`src/rtl/rri_fifo.sv`:
```
// ----------------------------------------------------------------------------
// rri_fifo
// Small register queue between the front and back parts.
// ----------------------------------------------------------------------------
module rri_fifo #(
	parameter int WIDTH = 8,
	parameter int DEPTH = 4
) (
	input  logic             clk,
	input  logic             arst_n,
	input  logic             push,
	input  logic [WIDTH-1:0] push_data,
	input  logic             pop,
	output logic [WIDTH-1:0] pop_data,
	output logic             full,
	output logic             empty
);

	localparam int PTRW = (DEPTH > 1) ? $clog2(DEPTH) : 1;
	localparam int CNTW = $clog2(DEPTH + 1);

	logic [WIDTH-1:0] mem_q [DEPTH];
	logic [PTRW-1:0]  wr_ptr_q, rd_ptr_q;
	logic [CNTW-1:0]  count_q;

	function automatic logic [PTRW-1:0] next_ptr(input logic [PTRW-1:0] p);
		return (p == PTRW'(DEPTH - 1)) ? '0 : p + 1'b1;
	endfunction

	assign full     = (count_q == CNTW'(DEPTH));
	assign empty    = (count_q == '0);
	assign pop_data = mem_q[rd_ptr_q];

	always_ff @(posedge clk) begin
		if (push) begin
			mem_q[wr_ptr_q] <= push_data;
		end
	end

	always_ff @(posedge clk or negedge arst_n) begin
		if (!arst_n) begin
			wr_ptr_q <= '0;
			rd_ptr_q <= '0;
			count_q  <= '0;
		end else begin
			if (push) wr_ptr_q <= next_ptr(wr_ptr_q);
			if (pop)  rd_ptr_q <= next_ptr(rd_ptr_q);
			if (push && !pop)      count_q <= count_q + 1'b1;
			else if (pop && !push) count_q <= count_q - 1'b1;
		end
	end

endmodule

```
`config.mk`:
```
export PLATFORM = sky130hd
export DESIGN_NAME = rri_fifo
export DESIGN_NICKNAME = d
export VERILOG_FILES = /design/src/rtl/rri_fifo.sv
export SDC_FILE = /design/constraint.sdc
export NUM_CORES = 1
export LEC_CHECK = 0
export BUFFER_PORTS_ARGS = -buffer_cell sky130_fd_sc_hd__buf_2
export CAP_MARGIN = 0
export CORE_UTILIZATION = 50
export CTS_BUF_LIST = sky130_fd_sc_hd__clkbuf_16
export CTS_CLUSTER_DIAMETER = 50
export DETAILED_ROUTE_END_ITERATION = 10
export GPL_ROUTABILITY_DRIVEN = 1
export PLACE_DENSITY = 0.74
export SETUP_SLACK_MARGIN = 0.15
export SLEW_MARGIN = 0
export SYNTH_ARGS = -nofsm -noshare
export SYNTH_HDL_FRONTEND = slang
export SYNTH_SLANG_ARGS = --single-unit
export TNS_END_PERCENT = 1
```
`constraint.sdc`:
```
create_clock -name clk -period 1.3 [get_ports clk]
set_input_delay 0.26 -clock clk [delete_from_list [all_inputs] [get_ports clk]]
set_output_delay 0.26 -clock clk [all_outputs]
set_load 0.01 [all_outputs]
```
# Word level (Yosys, flattened, before mapping)
# Memory sizes are Yosys's and may differ from the RTL's.
# Cells that the tools add are included.
# word_totals
ff_bits	7
latchBits	0
ramBits	32
mem_bits_ro	0
input_bits	12
n_memories	1
# memory_table
name	depth	word_bits	rd	rd_clocked_by_memory_dff	wr	line_no	text
mem_q	4	8	1	0	1	22	logic [WIDTH-1:0] mem_q [DEPTH];
# classes
add_sub_neg	4
mul	0
div	0
n_lt_le_gt_ge	0
eq_ne	3
n_shift	0
mux	6
bitwise_logic	0
n_reduce_logical	6
# ops
operator	count
two-way mux 3 bit	2
adder 2 x 1 -> 2 bit (second input constant)	2
equality test 2 bit (second input constant)	2
two-way mux 2 bit	2
adder 3 x 1 -> 3 bit (second input constant)	1
equality test 3 bit (second input constant)	1
logical NOT 3 bit	1
subtractor 3 x 1 -> 3 bit (second input constant)	1
logical AND 1 bit	2
logical NOT 1 bit	2
two-way mux 1 bit	2
nonzero test 2 bit	1

# Logic depth before layout (Yosys ltp)
# depth
depth_word	4
mapped_depth	7

# Worst setup path before layout
# No wires, ideal clock.
# synth_timing
path_kind	input-to-reg
startpoint	input port pop
endpoint	register count_q[2]
setup_time_ns	0.079
arrival_time_ns	1.246
path_slack_ns	-0.025
cell_stages	7
n_path_buf	0
path_cell_list	inv_1 ha_1 inv_1 fa_1 xor2_1 nor2_1 xor2_1
# synth_between
elab_chain_cells	3
elab_cells_between_ends	5
# synth_lines
element	line_no	text
from (decl)	13	input logic pop,
logical NOT 1 bit	48	if (push && !pop) count_q <= count_q + 1'b1;
logical AND 1 bit	48	
two-way mux 3 bit / nonzero test 2 bit (equally long branches)	-	
to (signal assigned)	48	
to (signal assigned)	49	else if (pop && !push) count_q <= count_q - 1'b1;
to (decl)	24	logic [CNTW-1:0] count_q;
# Several ways; a longest one is shown, not always the timed one.
# A chain may end at the register's enable or synchronous reset.

# Worst setup path in the final report
# layout_timing
startpoint	register rd_ptr_q[0]
endpoint	output port pop_data[7]
# layout_between
elab_chain_cells	1
# layout_lines
element	line_no	text
from (decl)	23	logic [PTRW-1:0] wr_ptr_q, rd_ptr_q;
from (signal assigned)	47	if (pop) rd_ptr_q <= next_ptr(rd_ptr_q);
memory (4 x 8 bit)	-	
to (decl)	14	output logic [WIDTH-1:0] pop_data,
# Every way passes these cells.

==> results.txt <==
Max-cap violations in this run came to 0. The kind of cell with the highest combined delay along the critical path is multiplexers. The smallest setup slack after layout came out at -428 ps.

The part of the Yosys area used for sequential elements came out at 72.4%. The flow ran to the end, but the final reports show violations. Synthesis handed over a netlist of 79 instances. For this configuration, the core starts out at a cell density of 54.6%.

The most critical setup path has its startpoint at rd_ptr_q[0]. The number of standard-cell rows in the floorplan came out at 19. The number of distinct standard cells referenced by the synthesized netlist came out at 18. The synthesized netlist devotes 6.06% of its cell area to adder and majority cells. For this run, global-route usage on met2 was measured as 31.7%. Summing the areas of all and, or, nand and nor instances in the mapped netlist gives 3.43% of the synthesized area. In this run, CTS created clock tree buffers numbering 5.

The first global-routing pass estimated 4.45 mm of wire. The fraction of the mapped netlist area in compound gates is 0.637%. For this run, the number of Yosys warnings is 0.

The clock drives 39 sinks. Traced cell by cell, the critical path runs through buf_12, mux4_2, buf_6. Setup violations remaining at the end of the flow were counted as 11. When the netlist entered floorplanning its net count stood at 98. The wire length per cell after detailed routing came out at 17.6 µm.

The maximum resistive drop on vdd is 1.20 mV. For this run, asynchronously set or reset flops after synthesis account for 17.9%. The number of I/O pins came out at 22. The checks that failed: DRC, setup timing. The final setup skew is 4.41 ps. After synthesis, the largest family of logic cells by area is multiplexers. Measured along the y axis, the die boundary spans 58.0 µm. The number of levels in the clock H-tree came out at 2. The slowest stage of the critical path is the sky130_fd_sc_hd__mux4_2 cell.

The static leakage is 0.810 nW. The count of pins over their slew limit came out at 0. Fill cells in the final layout number 163. The total routed wirelength is 2.85 mm. The total area inside the core boundary comes to 2880 µm².

The global-route met3 utilization is 4.91%. The upper clock frequency limit is 579 MHz. The most used flip-flop cell after synthesis is sky130_fd_sc_hd__edfxtp_1.

Of all nets on the critical path, the largest fanout is 11. The met1 usage is 23.4%. The number of global-route vias before repair came out at 903. In this run, synthesis produced a sequential element count of 39. The total routing resource utilization after global routing came out at 19.8%. Relative to the synthesized area, the layout overhead comes to 37.0%. The number of nets in the finished design came out at 138. The post-layout minimum cycle time is 1730 ps.

The register area is 1140 µm². The maximum number of buffers from clock root to sink came out at 2. The initial antenna violation count came out at 0. The number of enable flip-flop cells after synthesis is 32.

The total setup buffers inserted after CTS came out at 0. The clock transition time at the flip-flop clock pins of the worst setup and hold paths is 60 ps. The multi-input logic area came out at 488 µm². Dividing total power by cell area gives a power density of 2210 nW/µm².

The post-placement setup slack is -247 ps. The clock reaches the later pin of the worst-skew pair after 280 ps. The number of buffer cells added on primary ports is 21. The number of design rule violations left after detail routing is 3.

The worst hold path belongs to the class input pin to flop. The overall via count from detail_route came out at 823. The share of the clock period used by the worst path after layout came out at 133%. The synthesized area per cell is 19.9 µm². The mux contribution to synthesized area came out at 13.6%. The number of antenna-violating nets in the routed design came out at 0. Of the total synthesized cell area, the portion taken by XOR and XNOR cells is 1.67%. The critical path in this run is classified as flop to primary output. The arrival time at the worst endpoint is 1470 ps.

The detailed placer's ending HPWL is 1.85 mm. The total negative slack is -3510 ps. In the routed layout, each cell is associated on average with a via count of 5.08. The number of inserted diodes is 0. Clock tree synthesis selected as its root buffer the cell sky130_fd_sc_hd__clkbuf_16. The total overflow left after global routing is 0. The layer with the highest usage is met2. The worst setup path is launched from a flop. The slew of the pin with the lowest slew margin came out at 236 ps.

The fraction of layout instances using a drive strength above 1 is 59.2%. The placed cell area came out at 1860 µm². The floorplan die area came out at 3370 µm².

TritonCTS built the clock tree. Setup repair after global routing could not meet its margin everywhere. In this run, the number of DRC markers left after iteration 0 of detailed routing was 23. The horizontal die dimension is 58.0 µm. STA classifies the critical path endpoint as a primary output. The last weighted congestion value of the routability-driven placer came out at 0.690.

Entering global routing, the biggest net connects 13 pins. The summed area of non-filler cells in the final layout is 2150 µm². The worst path buffer plus inverter count is 2. The largest stage delay on the critical path came out at 520 ps. The final count of hold timing violations is 0.

The launch instance of the worst min-delay path is push_data[0]. The number of detailed-routing iterations run before antenna repair came out at 7. For this run, the share of the core covered by cells in the final layout is 74.8%. In this run the cell area of the synthesized design comes to 1570 µm². STA puts the critical path data required time at 1040 ps.

In this run the critical register-to-register path is launched from count_q[1]. The tightest slew margin relative to the limit is 84.2%.
## final timing paths
| kind | endpoint | slack, ps | cells past startpoint |
|---|---|---|---|
| max reg2reg | count_q[2] | -80 | 4 |
| max | pop_data[7] | -430 | 3 |
| min | mem_q[1][0] | 190 | 1 |
| min reg2reg | count_q[2] | 530 | 1 |
| min in group asynchronous | count_q[2] | 360 | 2 |
| max in group asynchronous | wr_ptr_q[1] | 760 | 2 |
## area by class of cell
cell class	instances	area share (%)
multi-input cells	33	22.7
clock inverters	3	0.582
flip-flops and latches	39	53.1
repair buffers	35	14.3
clock buffers	5	5.82
well taps	42	2.44
inverters	5	1.11
## per-stage QoR
step	hold slack (ps)	cells	total power [mW]
after floorplan	-35.6	79	2.63
after global placement	96.9	153	3.15
after detailed placement	105	153	3.23
after CTS	192	162	4.61
after global routing	195	162	4.96
final	192	162	4.75
## cell usage in the layout (no fill, tap or decap), types with 2 or more instances in the layout
cell,n
sky130_fd_sc_hd__edfxtp_1,32
sky130_fd_sc_hd__buf_2,16
sky130_fd_sc_hd__buf_6,12
sky130_fd_sc_hd__mux4_2,8
sky130_fd_sc_hd__ha_4,5
sky130_fd_sc_hd__clkbuf_16,5
sky130_fd_sc_hd__and2_4,4
sky130_fd_sc_hd__dfrtp_2,4
sky130_fd_sc_hd__dfrtp_1,3
sky130_fd_sc_hd__buf_12,3
sky130_fd_sc_hd__buf_4,3
sky130_fd_sc_hd__inv_4,2
sky130_fd_sc_hd__inv_2,2
sky130_fd_sc_hd__mux2_2,2
sky130_fd_sc_hd__inv_1,2
sky130_fd_sc_hd__o21ai_0,2
sky130_fd_sc_hd__nor2_1,2
sky130_fd_sc_hd__xor2_1,2
## Yosys cell counts (2+ instances only)
| library cell | n | area share (%) |
|---|---|---|
| sky130_fd_sc_hd__nor2_1 | 2 | 0.48 |
| sky130_fd_sc_hd__o21ai_0 | 2 | 0.64 |
| sky130_fd_sc_hd__ha_1 | 6 | 4.8 |
| sky130_fd_sc_hd__mux2_2 | 3 | 2.2 |
| sky130_fd_sc_hd__xor2_1 | 2 | 1.1 |
| sky130_fd_sc_hd__edfxtp_1 | 32 | 61 |
| sky130_fd_sc_hd__mux4_2 | 8 | 11 |
| sky130_fd_sc_hd__inv_1 | 5 | 1.2 |
| sky130_fd_sc_hd__dfrtp_1 | 7 | 11 |
| sky130_fd_sc_hd__and2_1 | 4 | 1.6 |
## kinds of logic (layout without fill, tap and decap cells)
kind of cell               Yosys count  count (layout)
DFF                                 39              39
muxes                               11              11
and+or+nand+nor                     10              10
adders and majority gates            7               7
buffers and inverters                7              48
xor gates and xnor gates             3               3
AOI/OAI and AO/OA                    2               2
## registers in the layout, summed over array words and instances, names as in the netlist
name and count:
mem_q 32, count_q 3, rd_ptr_q 2, wr_ptr_q 2
## report_power, final
part           leakage (nW)  switching (mW)  internal (mW)
combinational         0.365           0.705           1.01
clock                0.0724           0.461          0.693
sequential            0.373           0.229           1.66
total                 0.810            1.39           3.36
## metal layers
metal  wire length [µm]  vias up
met5                  0        -
li1                   -      378
met4                 91        0
met1               1120      421
met3                100        8
met2               1540       16
## timing repair
| action | CTS | global route |
|---|---|---|
| gates resized for setup | 25 | 10 |
| pin swaps | 7 | 5 |
| hold endpoints to repair | 7 | 0 |
| endpoints found under the setup margin | 46 | 46 |
| hold buffers | 1 | 0 |
No activity file was read; power rests on OpenSTA's default activity.
